--- config.mk ---
export PLATFORM = sky130hd
export DESIGN_NAME = scpa_queue
export DESIGN_NICKNAME = d
export VERILOG_FILES = /design/src/rtl/scpa_pkg.sv /design/src/rtl/scpa_queue.sv
export SDC_FILE = /design/constraint.sdc
export NUM_CORES = 1
export LEC_CHECK = 0
export ABC_CLOCK_PERIOD_IN_PS = 3220
export BUFFER_PORTS_ARGS = -buffer_cell sky130_fd_sc_hd__buf_2
export CORE_MARGIN = 4
export CORE_UTILIZATION = 42
export CTS_BUF_LIST = sky130_fd_sc_hd__clkbuf_4 sky130_fd_sc_hd__clkbuf_8 sky130_fd_sc_hd__clkbuf_16
export DETAILED_ROUTE_END_ITERATION = 16
export PLACE_DENSITY = 0.66
export SETUP_SLACK_MARGIN = 0.02
export SLEW_MARGIN = 25
export SYNTH_ARGS = -nofsm -noshare
export SYNTH_HDL_FRONTEND = slang
export SYNTH_SLANG_ARGS = --single-unit
export TNS_END_PERCENT = 5
--- constraint.sdc ---
create_clock -name clk -period 3.22 [get_ports clk]
set_clock_uncertainty 0.2 [all_clocks]
set_input_delay 0.483 -clock clk [delete_from_list [all_inputs] [get_ports clk]]
set_output_delay 0.483 -clock clk [all_outputs]
set_load 0.05 [all_outputs]
--- src/rtl/scpa_pkg.sv ---
// ----------------------------------------------------------------------------
// scpa_pkg
// Shared types, constants and the size-class table of the pool allocator.
// ----------------------------------------------------------------------------
package scpa_pkg;

  localparam int ARENA_BYTES  = 65536;
  localparam int ADDR_W       = 16;
  localparam int NUM_CLASSES  = 128;
  localparam int CLS_W        = 7;
  localparam int HEADER_BYTES = 2;
  localparam int TABLE_LEN    = 100;
  localparam int CB_W         = 28;
  localparam int OFF_W        = 17;

  localparam logic [1:0] ST_OK  = 2'd0;
  localparam logic [1:0] ST_BAD = 2'd1;
  localparam logic [1:0] ST_OOM = 2'd2;

  localparam logic REQ_ALLOC = 1'b0;
  localparam logic REQ_FREE  = 1'b1;

  localparam logic CFG_ARENA_LIMIT    = 1'b0;
  localparam logic CFG_RESERVED_BYTES = 1'b1;

  // Classified request handed from front to back
  typedef struct packed {
    logic              req_type;
    logic [15:0]       size;
    logic [15:0]       ptr;
    logic [1:0]        alog;
    logic [CLS_W-1:0]  cls;
    logic              bad;
  } req_rec_t;

  typedef enum logic [1:0] {
    F_IDLE,
    F_SEARCH,
    F_PUSH
  } front_state_t;

  typedef enum logic [4:0] {
    B_IDLE,
    B_START,
    B_HEAD,
    B_LRD0,
    B_LRD1,
    B_HWR,
    B_WR1,
    B_SRCH,
    B_BWR1,
    B_FRD0,
    B_FRD1,
    B_FHEAD,
    B_FWR1,
    B_DONE
  } back_state_t;

  // Byte size of each class; ascending
  function automatic logic [CB_W-1:0] class_bytes(input logic [CLS_W-1:0] idx);
    logic [CB_W-1:0] v;
    unique case (idx)
      7'd0: v = 28'd8;        7'd1: v = 28'd11;       7'd2: v = 28'd13;
      7'd3: v = 28'd16;       7'd4: v = 28'd17;       7'd5: v = 28'd19;
      7'd6: v = 28'd20;       7'd7: v = 28'd21;       7'd8: v = 28'd22;
      7'd9: v = 28'd23;       7'd10: v = 28'd24;      7'd11: v = 28'd25;
      7'd12: v = 28'd26;      7'd13: v = 28'd27;      7'd14: v = 28'd28;
      7'd15: v = 28'd29;      7'd16: v = 28'd30;      7'd17: v = 28'd31;
      7'd18: v = 28'd32;      7'd19: v = 28'd33;      7'd20: v = 28'd37;
      7'd21: v = 28'd40;      7'd22: v = 28'd41;      7'd23: v = 28'd48;
      7'd24: v = 28'd56;      7'd25: v = 28'd72;      7'd26: v = 28'd74;
      7'd27: v = 28'd75;      7'd28: v = 28'd76;      7'd29: v = 28'd78;
      7'd30: v = 28'd79;      7'd31: v = 28'd80;      7'd32: v = 28'd81;
      7'd33: v = 28'd101;     7'd34: v = 28'd104;     7'd35: v = 28'd109;
      7'd36: v = 28'd113;     7'd37: v = 28'd116;     7'd38: v = 28'd120;
      7'd39: v = 28'd128;     7'd40: v = 28'd131;     7'd41: v = 28'd143;
      7'd42: v = 28'd151;     7'd43: v = 28'd152;     7'd44: v = 28'd153;
      7'd45: v = 28'd196;     7'd46: v = 28'd256;     7'd47: v = 28'd360;
      7'd48: v = 28'd403;     7'd49: v = 28'd404;     7'd50: v = 28'd432;
      7'd51: v = 28'd486;     7'd52: v = 28'd514;     7'd53: v = 28'd548;
      7'd54: v = 28'd578;     7'd55: v = 28'd604;     7'd56: v = 28'd633;
      7'd57: v = 28'd697;     7'd58: v = 28'd743;     7'd59: v = 28'd784;
      7'd60: v = 28'd839;     7'd61: v = 28'd1176;    7'd62: v = 28'd1536;
      7'd63: v = 28'd1666;    7'd64: v = 28'd2056;    7'd65: v = 28'd2168;
      7'd66: v = 28'd2392;    7'd67: v = 28'd2985;    7'd68: v = 28'd3221;
      7'd69: v = 28'd3433;    7'd70: v = 28'd3753;    7'd71: v = 28'd3832;
      7'd72: v = 28'd4104;    7'd73: v = 28'd4280;    7'd74: v = 28'd4696;
      7'd75: v = 28'd4952;    7'd76: v = 28'd5256;    7'd77: v = 28'd5826;
      7'd78: v = 28'd6264;    7'd79: v = 28'd7176;    7'd80: v = 28'd8440;
      7'd81: v = 28'd9096;    7'd82: v = 28'd16392;   7'd83: v = 28'd32780;
      7'd84: v = 28'd50961;   7'd85: v = 28'd63504;   7'd86: v = 28'd65558;
      7'd87: v = 28'd101912;  7'd88: v = 28'd131088;  7'd89: v = 28'd262144;
      7'd90: v = 28'd507976;  7'd91: v = 28'd524296;  7'd92: v = 28'd1048584;
      7'd93: v = 28'd2097152; 7'd94: v = 28'd4194304; 7'd95: v = 28'd8388608;
      7'd96: v = 28'd16777216; 7'd97: v = 28'd33554432;
      7'd98: v = 28'd67108864; 7'd99: v = 28'd134217728;
      default: v = '0;
    endcase
    return v;
  endfunction

endpackage

--- src/rtl/scpa_queue.sv ---
// ----------------------------------------------------------------------------
// scpa_queue
// Two-entry queue of classified requests between front and back end.
// ----------------------------------------------------------------------------
module scpa_queue (
  input  logic                clk,
  input  logic                rst,
  input  logic                push,
  input  scpa_pkg::req_rec_t  wdata,
  output logic                full,
  input  logic                pop,
  output scpa_pkg::req_rec_t  rdata,
  output logic                empty
);

  scpa_pkg::req_rec_t entries [2];
  logic               wptr;
  logic               rptr;
  logic [1:0]         count;

  assign full  = (count == 2'd2);
  assign empty = (count == 2'd0);
  assign rdata = entries[rptr];

  // Advance pointers on each transaction
  always_ff @(posedge clk) begin
    if (rst) begin
      wptr  <= 1'b0;
      rptr  <= 1'b0;
      count <= 2'd0;
    end else begin
      if (push && !full) begin
        wptr <= ~wptr;
      end
      if (pop && !empty) begin
        rptr <= ~rptr;
      end
      count <= count + {1'b0, (push && !full)} - {1'b0, (pop && !empty)};
    end
    if (push && !full) begin
      entries[wptr] <= wdata;
    end
  end

endmodule

==> impl_results.md <==
- I/O pins: 92
- Clock-pin slew on the worst setup and hold paths: 80 ps
- Combinational share of power: 0.396
- Multi-input gate area: 603 um^2
- Clock power share: 0.176
- # rows: 32
- Synthesis-to-finish area growth: 22.9%
- Die Area: 9430 um^2
- Post-cts resize count: 0
- R2R cell count: 3
- Root Driver: clkbuf_8
- Residual DRC: 0
- CP Max Fanout: 25
- Crit share post-route: 0.777
- Most common cell after layout, fill and taps aside: buf_2
- # port buffers: 91
- Placer Congestion: 0.709
- Final-report hold violation count: 0
- Avg Cell Area, Syn: 20.7 um^2
- Pre-antenna DRT Iters: 4
- Fillers: 664
- Core Util, Final: 0.530
- GRT Util Overall: 0.128
- Final WL: between 5000 and 6000 um
- Sw Pwr: around 1500 uW
- CTS tree: built
- H-tree levels: 3
- Most frequent cells in the layout: 91 x buf_2, 86 x edfxtp_1, 43 x mux2_2
- Vias in the first global route: 1872
- Crit path time final: between 2000 and 3000 ps
- FF/Latch Area: 2680 um^2
- Vias post-DR: 1740
- GRT overflow: 0
- Synthesized cell area: 3330 um^2
- Max-slew violation count: 0
- Hold Startpoint: wdata[12]
- Final setup viols: 0
- Startpoint types: register
- Worst reg2reg endpoint: entries[1][41]
- First-pass GRT wire length: about 9300 um
- Routed length per instance: between 15 and 20 um
- Initial antenna violation count: 0
- Reg2Reg Launch Point: count[0]
- Post-DR vias/cell: 4.74
- Clock Path Buffers: 2
- Flop pwr share: 0.428
- CP Class: reg2out
- Outcome: completed
- Required time worst endpoint: 2540 ps
- RSZ-0062 raised after global routing: no
- Clock Sinks: 91
- R2R setup slack: 1250 ps
- PD cells: 906 nW/um^2
- CORE AREA: 7730 um^2
- Register area share after synthesis: 0.805
- ANT cells: 0
- CP Capture Type: output port
- Slew @ Worst Pin: 488 ps
- DPL Wire Length: 3960 um
- Cts-stage hold buffer count: 0
- Hold endpoint: entries[1][12]
- DR iter-0 viols: between 50 and 60
- Cells on Worst Hold Path: 1
- Latest clock arrival within the worst-skew pair: 330 ps
- Maximum VDD drop: around 500 uV
- P_int: 2230 uW
- Setup repair bufs after CTS: 0
- Final net count: 310
- Yosys reg bits: 91
- Pin count of the biggest net entering global routing: 44
- Final ANT Viol Nets: 0
- Leak: 0.00155 uW
- Total CTS buffers: 9
- Worst Path Arrival: 1820 ps
- Post-synthesis cell count: 161
- Worst Hold Class: in2reg
- Achievable frequency: 0.400 GHz
- Chip height: 97.1 um
- Post-Syn Nets: between 200 and 250
- TNS Setup: 0 ps
- Initial core utilization: 0.431
- Maxcap violations: 0
- Layout cells sized above 1: 0.589
- Sw Ratio: 0.399
- Die W: 97.1 um
- Rel. slew slack: 0.674
- Distinct cells, synth: 21
- Synth Warn #: 0
routing by layer:
metal / global-route usage / wire (um) / up-vias
li1: - / - / 817
met1: 0.142 / 2340 / 870
met2: 0.228 / 3150 / 47
met3: 0.0359 / 300 / 6
met4: 0.0551 / 43 / 0
met5: 0 / 0 / -
critical path, cell delays in order, from the launching register on:
cell and delay (ps):
dfxtp_2 640, buf_12 250, mux2_2 370, buf_2 220
metrics by stage:
step	hold WS (ps)	cells	instance area, um^2	setup slack (ps)	total power (uW)
3_3_place_gp	269	352	3930	1050	3100
4_1_cts	111	367	4100	673	3770
2_1_floorplan	251	161	3330	817	2770
5_1_grt	106	367	4100	622	3890
3_5_place_dp	278	352	3930	1050	3110
6_report	133	367	4100	719	3710
power by group through the flow:
stage	clock [uW]	sequential (uW)	combinational, uW
after floorplan	0	1570	1200
after global placement	0	1610	1480
after detailed placement	0	1620	1490
after CTS	679	1590	1490
after global routing	732	1610	1550
final	652	1590	1470
sequential cells by signal (all words and copies together), names as in the netlist, named ones only:
signal and cells:
entries 86, rptr 1, wptr 1, count 2
kinds of logic after synthesis:
kind of cell             synth area share
XOR/XNOR                          0.00526
AND/OR/NAND/NOR                    0.0176
flip-flops                          0.805
multiplexers                        0.145
AO/OA/AOI/OAI                     0.00525
buffers and inverters              0.0143
adder cells (fa/ha/maj)           0.00751
cell type report:
class,instances,area share
Multi-Input combinational cell,61,0.147
Clock buffer,12,0.0357
Inverter,4,0.00367
Clock inverter,3,0.00397
Timing Repair Buffer,94,0.123
Sequential cell,91,0.655
Tap cell,102,0.0312
synthesized netlist by cell type (all sizes together):
library cell / n / area, um^2
edfxtp: 86 / 2580
mux2: 43 / 484
buf: 5 / 32.5
dfxtp: 5 / 100
inv: 4 / 15.0
nor2: 4 / 15.0
ha: 2 / 25.0
a21oi: 1 / 5.00
and2: 1 / 6.26
and3: 1 / 7.51
nand2: 1 / 3.75
nand2b: 1 / 8.76
nor2b: 1 / 6.26
nor3: 1 / 5.00
o21a: 1 / 7.51
o21ai: 1 / 5.00
or3: 1 / 6.26
xnor2: 1 / 8.76
xor2: 1 / 8.76
worst max-delay path by stage:
stage	from	endpoint
after floorplan	count[0]	entries[0][0]
after global placement	register	rdata[42]
after detailed placement	register	rdata[42]
after CTS	register	rdata[42]
after global routing	register	rdata[42]
final	register	rdata[42]
Power figures use the tool's default switching activity.
