## config.mk

```make
export PLATFORM = sky130hd
export DESIGN_NAME = scpa_front
export DESIGN_NICKNAME = d
export VERILOG_FILES = /design/src/rtl/scpa_pkg.sv /design/src/rtl/scpa_class_search.sv /design/src/rtl/scpa_front.sv
export SDC_FILE = /design/constraint.sdc
export NUM_CORES = 1
export LEC_CHECK = 0
export ABC_CLOCK_PERIOD_IN_PS = 14190
export BUFFER_PORTS_ARGS = -buffer_cell sky130_fd_sc_hd__buf_2
export CORE_ASPECT_RATIO = 0.7
export CORE_MARGIN = 4
export CORE_UTILIZATION = 60
export CTS_BUF_LIST = sky130_fd_sc_hd__clkbuf_4
export CTS_CLUSTER_DIAMETER = 60
export DETAILED_ROUTE_END_ITERATION = 7
export GPL_TIMING_DRIVEN = 0
export PLACE_DENSITY = 0.83
export SYNTH_ARGS = -nofsm -noshare
export SYNTH_HDL_FRONTEND = slang
export SYNTH_SLANG_ARGS = --single-unit
```

## constraint.sdc

```tcl
create_clock -name clk -period 14.19 [get_ports clk]
set_input_delay 1.419 -clock clk [delete_from_list [all_inputs] [get_ports clk]]
set_output_delay 1.419 -clock clk [all_outputs]
set_load 0.01 [all_outputs]
```

## src/rtl/scpa_pkg.sv

```systemverilog
// ----------------------------------------------------------------------------
// scpa_pkg
// Shared types, constants and the size-class table of the pool allocator.
// ----------------------------------------------------------------------------
package scpa_pkg;

  localparam int ARENA_BYTES  = 65536;
  localparam int ADDR_W       = 16;
  localparam int NUM_CLASSES  = 128;
  localparam int CLS_W        = 7;
  localparam int HEADER_BYTES = 2;
  localparam int TABLE_LEN    = 100;
  localparam int CB_W         = 28;
  localparam int OFF_W        = 17;

  localparam logic [1:0] ST_OK  = 2'd0;
  localparam logic [1:0] ST_BAD = 2'd1;
  localparam logic [1:0] ST_OOM = 2'd2;

  localparam logic REQ_ALLOC = 1'b0;
  localparam logic REQ_FREE  = 1'b1;

  localparam logic CFG_ARENA_LIMIT    = 1'b0;
  localparam logic CFG_RESERVED_BYTES = 1'b1;

  // Classified request handed from front to back
  typedef struct packed {
    logic              req_type;
    logic [15:0]       size;
    logic [15:0]       ptr;
    logic [1:0]        alog;
    logic [CLS_W-1:0]  cls;
    logic              bad;
  } req_rec_t;

  typedef enum logic [1:0] {
    F_IDLE,
    F_SEARCH,
    F_PUSH
  } front_state_t;

  typedef enum logic [4:0] {
    B_IDLE,
    B_START,
    B_HEAD,
    B_LRD0,
    B_LRD1,
    B_HWR,
    B_WR1,
    B_SRCH,
    B_BWR1,
    B_FRD0,
    B_FRD1,
    B_FHEAD,
    B_FWR1,
    B_DONE
  } back_state_t;

  // Byte size of each class; ascending
  function automatic logic [CB_W-1:0] class_bytes(input logic [CLS_W-1:0] idx);
    logic [CB_W-1:0] v;
    unique case (idx)
      7'd0: v = 28'd8;        7'd1: v = 28'd11;       7'd2: v = 28'd13;
      7'd3: v = 28'd16;       7'd4: v = 28'd17;       7'd5: v = 28'd19;
      7'd6: v = 28'd20;       7'd7: v = 28'd21;       7'd8: v = 28'd22;
      7'd9: v = 28'd23;       7'd10: v = 28'd24;      7'd11: v = 28'd25;
      7'd12: v = 28'd26;      7'd13: v = 28'd27;      7'd14: v = 28'd28;
      7'd15: v = 28'd29;      7'd16: v = 28'd30;      7'd17: v = 28'd31;
      7'd18: v = 28'd32;      7'd19: v = 28'd33;      7'd20: v = 28'd37;
      7'd21: v = 28'd40;      7'd22: v = 28'd41;      7'd23: v = 28'd48;
      7'd24: v = 28'd56;      7'd25: v = 28'd72;      7'd26: v = 28'd74;
      7'd27: v = 28'd75;      7'd28: v = 28'd76;      7'd29: v = 28'd78;
      7'd30: v = 28'd79;      7'd31: v = 28'd80;      7'd32: v = 28'd81;
      7'd33: v = 28'd101;     7'd34: v = 28'd104;     7'd35: v = 28'd109;
      7'd36: v = 28'd113;     7'd37: v = 28'd116;     7'd38: v = 28'd120;
      7'd39: v = 28'd128;     7'd40: v = 28'd131;     7'd41: v = 28'd143;
      7'd42: v = 28'd151;     7'd43: v = 28'd152;     7'd44: v = 28'd153;
      7'd45: v = 28'd196;     7'd46: v = 28'd256;     7'd47: v = 28'd360;
      7'd48: v = 28'd403;     7'd49: v = 28'd404;     7'd50: v = 28'd432;
      7'd51: v = 28'd486;     7'd52: v = 28'd514;     7'd53: v = 28'd548;
      7'd54: v = 28'd578;     7'd55: v = 28'd604;     7'd56: v = 28'd633;
      7'd57: v = 28'd697;     7'd58: v = 28'd743;     7'd59: v = 28'd784;
      7'd60: v = 28'd839;     7'd61: v = 28'd1176;    7'd62: v = 28'd1536;
      7'd63: v = 28'd1666;    7'd64: v = 28'd2056;    7'd65: v = 28'd2168;
      7'd66: v = 28'd2392;    7'd67: v = 28'd2985;    7'd68: v = 28'd3221;
      7'd69: v = 28'd3433;    7'd70: v = 28'd3753;    7'd71: v = 28'd3832;
      7'd72: v = 28'd4104;    7'd73: v = 28'd4280;    7'd74: v = 28'd4696;
      7'd75: v = 28'd4952;    7'd76: v = 28'd5256;    7'd77: v = 28'd5826;
      7'd78: v = 28'd6264;    7'd79: v = 28'd7176;    7'd80: v = 28'd8440;
      7'd81: v = 28'd9096;    7'd82: v = 28'd16392;   7'd83: v = 28'd32780;
      7'd84: v = 28'd50961;   7'd85: v = 28'd63504;   7'd86: v = 28'd65558;
      7'd87: v = 28'd101912;  7'd88: v = 28'd131088;  7'd89: v = 28'd262144;
      7'd90: v = 28'd507976;  7'd91: v = 28'd524296;  7'd92: v = 28'd1048584;
      7'd93: v = 28'd2097152; 7'd94: v = 28'd4194304; 7'd95: v = 28'd8388608;
      7'd96: v = 28'd16777216; 7'd97: v = 28'd33554432;
      7'd98: v = 28'd67108864; 7'd99: v = 28'd134217728;
      default: v = '0;
    endcase
    return v;
  endfunction

endpackage

```

## src/rtl/scpa_class_search.sv

```systemverilog
// ----------------------------------------------------------------------------
// scpa_class_search
// Binary search for the first class whose size holds a byte count, one
// halving step per cycle; returns TABLE_LEN when no class fits.
// ----------------------------------------------------------------------------
module scpa_class_search (
  input  logic                         clk,
  input  logic                         rst,
  input  logic                         start,
  input  logic [scpa_pkg::OFF_W-1:0]   need,
  output logic                         done,
  output logic [scpa_pkg::CLS_W-1:0]   idx
);

  logic                       active;
  logic [scpa_pkg::CLS_W-1:0] lo;
  logic [scpa_pkg::CLS_W-1:0] hi;
  logic [scpa_pkg::OFF_W-1:0] need_q;
  logic [scpa_pkg::CLS_W:0]   sum;
  logic [scpa_pkg::CLS_W-1:0] mid;
  logic                       fits;

  // Probe the middle of the live range
  always_comb begin
    sum  = {1'b0, lo} + {1'b0, hi};
    mid  = sum[scpa_pkg::CLS_W:1];
    fits = scpa_pkg::class_bytes(mid) >=
           {{(scpa_pkg::CB_W-scpa_pkg::OFF_W){1'b0}}, need_q};
  end

  assign done = active && (lo == hi);
  assign idx  = lo;

  // Narrow the range
  always_ff @(posedge clk) begin
    if (rst) begin
      active <= 1'b0;
    end else if (start) begin
      active <= 1'b1;
    end
    if (start) begin
      lo     <= '0;
      hi     <= scpa_pkg::CLS_W'(scpa_pkg::TABLE_LEN);
      need_q <= need;
    end else if (active && (lo != hi)) begin
      if (fits) begin
        hi <= mid;
      end else begin
        lo <= mid + scpa_pkg::CLS_W'(1);
      end
    end
  end

endmodule

```

## src/rtl/scpa_front.sv

```systemverilog
// ----------------------------------------------------------------------------
// scpa_front
// Accepts requests, picks the alignment and, for allocations, searches the size
// class, then pushes the classified request toward the back end.
// ----------------------------------------------------------------------------
module scpa_front (
  input  logic                clk,
  input  logic                rst,
  input  logic                push,
  output logic                full,
  input  logic                req_type,
  input  logic [15:0]         req_size,
  input  logic [15:0]         block_ptr,
  output logic                q_push,
  output scpa_pkg::req_rec_t  q_wdata,
  input  logic                q_full
);

  scpa_pkg::front_state_t     state, state_next;
  scpa_pkg::req_rec_t         rec, rec_next;
  logic [1:0]                 alog_in;
  logic [scpa_pkg::OFF_W-1:0] need_in;
  logic                       accept;
  logic                       srch_start;
  logic                       srch_done;
  logic [scpa_pkg::CLS_W-1:0] srch_idx;

  assign full    = (state != scpa_pkg::F_IDLE);
  assign accept  = push && !full;
  assign q_wdata = rec;

  // Alignment from size mod 8, and header plus slack
  always_comb begin
    if (req_size[2:0] == 3'd0) begin
      alog_in = 2'd3;
    end else if (req_size[2:0] == 3'd4) begin
      alog_in = 2'd2;
    end else if (!req_size[0]) begin
      alog_in = 2'd1;
    end else begin
      alog_in = 2'd0;
    end
    need_in = {1'b0, req_size} + scpa_pkg::OFF_W'(1) + (scpa_pkg::OFF_W'(1) << alog_in);
  end

  scpa_class_search u_search (
    .clk   (clk),
    .rst   (rst),
    .start (srch_start),
    .need  (need_in),
    .done  (srch_done),
    .idx   (srch_idx)
  );

  // Sequence accept, search, push
  always_comb begin
    state_next = state;
    rec_next   = rec;
    srch_start = 1'b0;
    q_push     = 1'b0;
    unique case (state)
      scpa_pkg::F_IDLE: begin
        if (accept) begin
          rec_next.req_type = req_type;
          rec_next.size     = req_size;
          rec_next.ptr      = block_ptr;
          rec_next.alog     = alog_in;
          rec_next.cls      = '0;
          rec_next.bad      = 1'b0;
          if (req_type == scpa_pkg::REQ_ALLOC) begin
            srch_start = 1'b1;
            state_next = scpa_pkg::F_SEARCH;
          end else begin
            state_next = scpa_pkg::F_PUSH;
          end
        end
      end
      scpa_pkg::F_SEARCH: begin
        if (srch_done) begin
          rec_next.cls = srch_idx;
          rec_next.bad = (rec.size == 16'd0) ||
                         (srch_idx == scpa_pkg::CLS_W'(scpa_pkg::TABLE_LEN));
          state_next   = scpa_pkg::F_PUSH;
        end
      end
      scpa_pkg::F_PUSH: begin
        if (!q_full) begin
          q_push     = 1'b1;
          state_next = scpa_pkg::F_IDLE;
        end
      end
      default: state_next = scpa_pkg::F_IDLE;
    endcase
  end

  always_ff @(posedge clk) begin
    if (rst) begin
      state <= scpa_pkg::F_IDLE;
    end else begin
      state <= state_next;
    end
    rec <= rec_next;
  end

endmodule

```

==> summary.md, run 1 <==
| Metric | Value |
|---|---|
| Status | complete, but fails checks |
| Failing checks | DRC |
| Initial Util | 63.1% |
| Yosys top cell by area | edfxtp_1 |
| Post-DP HPWL | 13,600 µm |
| Slew HR | 34.0% |
| Metal2 WL | 7980 µm |
| Top Layer Used | met4 |
| DRT Pass-1 Iters | 8 |
| Syn Inst Count | 586 |
| EDFF count, synth | 60 |
| Clock transition at path regs | 0.12 ns |
| Final setup TNS | 0 ns |
| Kind of critical path | reg -> reg |
| Drt drc | 3 |
| Port Buf Inserts | 81 |
| Root Buffer | clkbuf_4 |
| # H-tree levels | 3 |
| DR vias | 5,599 |
| Num CTS Buffers | 9 |
| Net count after synthesis | 669 |
| Sink Count | 77 |
| Worst-Skew Late Latency | 0.45 ns |
| Synth area leaders | edfxtp_1 33%, ha_1 10%, dfxtp_1 6.2% |
| Vias per cell | 6.96 |
| Most used DFF post-synth | edfxtp_1 |
| FFs w/ async S/R, synth | 0% |
| CP endpoint kind | register |
| Synth Register Bits | 77 |
| Compound-cell area share of the yosys netlist | 22.5% |
| ANT nets after route | 0 |
| Fraction of the mapped netlist area in simple logic gates | 17.8% |
| Buf/Inv on CP | 3 |
| Adder-Cell Fraction of Synth Area | 10.6% |
| Setup Skew | 0.0105 ns |
| Max cap viols | 0 |
| Synthesized cell area | 5490 µm² |
| Largest family of logic cells by synthesized area | compound AO/OA/AOI/OAI gates |
| Die height | 88.0 µm |
| CTS hold repair buffers | 0 |
| Largest net degree at the start of global routing | 37 |
| Crit path cell chain | ha_1 -> fa_1 -> xor2_1 -> clkbuf_1 -> ha_1 -> clkbuf_1 -> inv_1 -> a211oi_1 -> a311o_1 -> o211ai_1 -> o211ai_1 -> ha_1 -> o21ai_0 -> nand2b_1 -> a41oi_1 -> o21ai_1 -> a2111oi_4 -> mux2i_1 |
| Met3 wire len | 2780 µm |
| Synth cell types | 71 |
| Setup Buffers After CTS | 0 |
| GP Congestion | 1.09 |
| CP Data Arrival Time | 6.79 ns |
| DR iter-0 viols | 1,187 |
| Share of cells above drive strength 1 | 16.5% |
| # setup viols final | 0 |
| CP top delay family | compound AO/OA/AOI/OAI gates |
| Register area share after synthesis | 39.1% |
| Die X | 122 µm |
| Initial antenna violation count | 1 |
| CP Data Required Time | 14.57 ns |
| Crit-path max cell delay | 0.77 ns |
| Avg Cell Area, Syn | 9.36 µm² |
| Layout Nets | 761 |
| RSZ-0062 raised after global routing | false |
| Met1 WL | 6960 µm |
| Routed wire per std cell | 22.7 µm |
| Most used cell, CP | ha_1 |
| I/O pin count | 82 |
| TritonCTS clock tree | yes |
| P&R area growth vs syn | 13.1% |
| Worst-Margin Slew | 0.989 ns |
| Die area | 10,800 µm² |
| CORE AREA | 8690 µm² |
| Final slew viol count | 0 |
| WL final | 18,200 µm |
| Hold crit path type | reg -> reg |
| First-pass GRT wire length | 27,800 µm |
| Worst Path Max Fanout | 15 |
| Hold Fails Final Rpt | 0 |
| Period utilization | 45.2% |
| GRT Overall Usage | 33.9% |
| Yosys warns | 0 |
| Grt total ovfl | 0 |
| Area share of the largest cell type after synthesis | 32.8% |
| Post-cts resize count | 0 |
| Post-synthesis xor/xnor area fraction | 2.87% |
| F_max | 156 MHz |
| Crit path time final | 6.41 ns |
| Startpoint Class | register |
| Worst-case clock buffer depth | 2 |
| Num rows | 28 |
| Multiplexer share of the synthesized area | 2.08% |
| Vias in the first global route | 5,283 |
| Slowest CP cell | clkbuf_1 |
[cell type report]
class | count | area (µm²)
Tap cell | 120 | 150
Fill cell | 635 | 2480
Sequential cell | 77 | 2140
Timing Repair Buffer | 81 | 405
Clock inverter | 6 | 86.3
Inverter | 35 | 131
Clock buffer | 10 | 75.1
Buffer | 34 | 144
Multi-Input combinational cell | 440 | 3070
Antenna cell | 1 | 2.50
[cells in the mapped netlist (3+ instances only)]
master     count
nor2b_1        5
inv_1         35
a311oi_1       4
o2111ai_1      4
nor3b_1        3
a2111oi_0      7
a211o_1        4
nand2b_1       7
xor2_1         3
dfxtp_1       17
o31a_1         3
xnor2_1       15
a211oi_1      13
clkbuf_1      26
o21ai_0       27
buf_1          5
edfxtp_1      60
a21o_1        11
nor4_1         5
o21ai_1        3
and2_1         9
ha_1          45
a22oi_1        4
nor2_1        40
nand2_1       49
nor3_1        20
nand4_1        7
a311o_1        6
a21oi_1       31
nand3_1       21
or3_1          6
mux2i_1        8
o221ai_1       6
o22ai_1        6
and3_1        12
a31oi_1        6
o211ai_1      13
[state kept, by name (all words and copies together), names as in the netlist]
signal           flops
u_search.hi          7
u_search.active      1
state                2
u_search.need_q     17
u_search.idx         7
q_wdata             43
[stage by stage]
stage	setup WS, ns	cells	hold WS, ns	util, %	cell area [µm²]
6_report	7.78	804	0.515	71.4	6210
5_1_grt	7.69	804	0.530	71.4	6210
4_1_cts	8.16	803	0.508	71.4	6200
3_5_place_dp	8.24	787	0.491	69.5	6040
3_3_place_gp	8.16	787	0.479	69.5	6040
2_1_floorplan	9.45	586	0.461	-	5490
[worst min-delay path, cell delays in order, from the launching register on]
cell and delay, ns:
dfxtp_1 0.35, nand2_1 0.06, mux2i_1 0.06
[kinds of logic (layout without fill, tap and decap cells)]
logic type / Yosys count / after routing
XOR/XNOR: 18 / 18
buffers and inverters: 69 / 166
flip-flops: 77 / 77
AO/OA/AOI/OAI: 171 / 171
multiplexers: 10 / 10
adder cells (fa/ha/maj): 46 / 46
AND/OR/NAND/NOR: 195 / 195
other: 0 / 1
[cells in the final DEF, fill, tap and decap left out, drive strengths merged, types with 7 or more instances in the layout]
cell type	instances
buf	89
edfxtp	60
nand2	49
ha	45
nor2	41
inv	36
clkbuf	36
a21oi	31
o21ai	30
nor3	22
nand3	21
dfxtp	17
xnor2	15
a211oi	15
o211ai	13
and3	12
a21o	11
and2	9
a2111oi	9
mux2i	8
nand4	7
nand2b	7
[worst paths after layout]
path,start,to,slack (ns),depth (start not counted)
setup reg to reg,u_search.idx[0]$_SDFFE_PP0P_,u_search.idx[0]$_SDFFE_PP0P_,7.78,18
hold reg to reg,u_search.idx[5]$_SDFFE_PP0P_,u_search.idx[5]$_SDFFE_PP0P_,0.51,2
hold / removal,u_search.idx[5]$_SDFFE_PP0P_,u_search.idx[5]$_SDFFE_PP0P_,0.51,2
setup / recovery,u_search.idx[0]$_SDFFE_PP0P_,u_search.idx[0]$_SDFFE_PP0P_,7.78,18
[routing by layer]
layer / up-vias / track usage [%]
met2: 492 / 52.9
met1: 2621 / 42.5
met4: 0 / 9.65
met3: 76 / 16.1
met5: - / 0
li1: 2410 / -
Power of run 1 is left out: the tool's default activity adds up to more than one toggle a clock period on the data nets, which glitch-free logic cannot reach.
==> run 2: changes to the inputs <==
--- a/config.mk
+++ b/config.mk
@@ -5,7 +5,8 @@
 export SDC_FILE = /design/constraint.sdc
 export NUM_CORES = 1
 export LEC_CHECK = 0
-export ABC_CLOCK_PERIOD_IN_PS = 14190
+export ABC_AREA = 1
+export ABC_CLOCK_PERIOD_IN_PS = 6700
 export BUFFER_PORTS_ARGS = -buffer_cell sky130_fd_sc_hd__buf_2
 export CORE_ASPECT_RATIO = 0.7
 export CORE_MARGIN = 4
==> constraint.sdc (replaced) <==
create_clock -name clk -period 6.7 [get_ports clk]
set_input_delay 0.67 -clock clk [delete_from_list [all_inputs] [get_ports clk]]
set_output_delay 0.67 -clock clk [all_outputs]
set_load 0.01 [all_outputs]
==> summary.md, run 2 <==
| Metric | Value |
|---|---|
| Fraction of the mapped netlist area in simple logic gates | 29.3% |
| Vias per cell | 6.11 |
| Die height | 89.1 µm |
| CP endpoint kind | register |
| Num CTS Buffers | 9 |
| Count leader, synth | nand2_1 |
| Synth Register Bits | 77 |
| Multiplexer share of the synthesized area | 0% |
| Synth area leaders | edfxtp_1 32%, nand2_1 11%, ha_1 10% |
| Routed wire per std cell | 19.2 µm |
| RSZ-0062 raised after global routing | false |
| DR iter-0 viols | 960 |
| Syn Inst Count | 730 |
| ANT nets after route | 0 |
| Crit-path max cell delay | 1.09 ns |
| Net count after synthesis | 813 |
| Share of cells above drive strength 1 | 16.9% |
| Synth cell types | 46 |
| FFs w/ async S/R, synth | 0% |
| Kind of critical path | reg -> reg |
| Buf/Inv on CP | 0 |
| DRT Pass-1 Iters | 6 |
| F_max | 171 MHz |
| Root Buffer | clkbuf_4 |
| Initial Util | 61.9% |
| GRT Overall Usage | 34.4% |
| EDFF count, synth | 60 |
| CP top delay family | simple AND/OR/NAND/NOR gates |
| Adder-Cell Fraction of Synth Area | 10.3% |
| WL final | 18,300 µm |
| Slowest CP cell | xor2_1 |
| Status | finished, final reports clean |
| Setup Skew | 0.0106 ns |
| Crit path time final | 5.84 ns |
| Post-cts resize count | 0 |
| Max cap viols | 0 |
| CP Data Required Time | 7.07 ns |
| Most common cell after layout, fill and taps aside | nand2_1 |
| Post-DP HPWL | 14,200 µm |
| Commonest non-fill, non-tap cells in the layout | 158 x nand2_1, 100 x inv_1, 92 x buf_2, 89 x nor2_1, 60 x edfxtp_1 |
| Sink Count | 77 |
| Final slew viol count | 0 |
| Most used cell, CP | nand2_1 |
| Worst Path Max Fanout | 12 |
| P&R area growth vs syn | 12.5% |
| Layout Nets | 905 |
| Die area | 11,000 µm² |
| FF-to-FF setup slack | 0.86 ns |
| First-pass GRT wire length | 28,600 µm |
| Worst-Margin Slew | 1.41 ns |
| Setup Buffers After CTS | 0 |
| Hold crit path type | in -> reg |
| Startpoint Class | register |
| I/O pin count | 82 |
| Largest net degree at the start of global routing | 36 |
| CP Data Arrival Time | 6.21 ns |
| TritonCTS clock tree | yes |
| Area share of the largest cell type after synthesis | 32.0% |
| Final setup TNS | 0 ns |
| Post-synthesis xor/xnor area fraction | 3.11% |
| Clock transition at path regs | 0.12 ns |
| Drt drc | 0 |
| Port Buf Inserts | 81 |
| Period utilization | 87.2% |
| Largest family of logic cells by synthesized area | simple AND/OR/NAND/NOR gates |
| Initial antenna violation count | 1 |
| Synth cell count leaders | 158 x nand2_1, 100 x inv_1, 90 x nor2_1 |
| CORE AREA | 9110 µm² |
| Yosys top cell by area | edfxtp_1 |
| CTS hold repair buffers | 0 |
| Most used DFF post-synth | edfxtp_1 |
| Worst-Skew Late Latency | 0.44 ns |
| Grt total ovfl | 0 |
| Register area share after synthesis | 38.0% |
| GP Congestion | 1.06 |
| Die X | 124 µm |
| Avg Cell Area, Syn | 7.72 µm² |
| Yosys warns | 0 |
| Hold Fails Final Rpt | 0 |
| Worst-case clock buffer depth | 2 |
| Num rows | 29 |
| Synthesized cell area | 5640 µm² |
| DR vias | 5,817 |
| Compound-cell area share of the yosys netlist | 10.1% |
| # H-tree levels | 3 |
| # setup viols final | 0 |
| Vias in the first global route | 5,544 |
| Slew HR | 5.74% |
| Max FFs per register | 43 |
-- run 2: cell types whose count changed after synthesis, moves of 14 or more --
cell	delta
nor2_1	+50
nand4_1	+16
nor3_1	-14
nand3_1	+30
clkbuf_1	-21
inv_1	+65
nand2_1	+109
-- run 2: layer usage --
| metal | vias up | part of all wire [%] | track usage (%) | routed length [µm] |
|---|---|---|---|---|
| li1 | 2638 | - | - | - |
| met1 | 2672 | 39 | 43.6 | 7070 |
| met2 | 435 | 44 | 54.5 | 8060 |
| met3 | 70 | 14 | 15.1 | 2640 |
| met4 | 2 | 2.6 | 7.54 | 481 |
| met5 | - | 0.34 | 4.46 | 62 |
-- run 2: kinds of logic (layout without fill, tap and decap cells) --
| logic type | after synthesis | count (layout) |
|---|---|---|
| simple gates | 361 | 361 |
| buf+inv | 127 | 224 |
| xor+xnor | 20 | 20 |
| fa+ha+maj | 46 | 46 |
| compound gates | 99 | 99 |
| other cells | 0 | 1 |
| flops | 77 | 77 |
-- run 2: per-stage QoR --
stage               utilization (%)  cells  hold slack [ns]  cell area [µm²]  setup slack (ns)
floorplan                         -    730            0.433             5640              2.58
global placement               68.1    935            0.452             6200              1.33
detailed placement             68.1    935            0.460             6210              1.15
CTS                            69.6    951            0.367             6340              1.09
global route                   69.6    952            0.345             6340             0.363
finish                         69.6    952            0.390             6340             0.859
-- run 2: final timing paths --
kind,start,end,cells past startpoint
max,u_search.hi[0]$_SDFFE_PP0P_,u_search.idx[1]$_SDFFE_PP0P_,30
min,block_ptr[11],q_wdata[21]$_DFFE_PP_,1
max reg2reg,u_search.hi[0]$_SDFFE_PP0P_,u_search.idx[1]$_SDFFE_PP0P_,30
min reg2reg,u_search.active$_SDFFE_PP0P_,u_search.active$_SDFFE_PP0P_,2
-- run 2: layout make-up --
type,instances,area [µm²]
Sequential cell,77,2140
Clock buffer,9,67.6
Fill cell,698,2770
Buffer,22,119
Tap cell,124,155
Clock inverter,7,65.1
Timing Repair Buffer,81,405
Inverter,105,394
Antenna cell,1,2.50
Multi-Input combinational cell,526,2990
Power of run 2 is left out for the same reason.
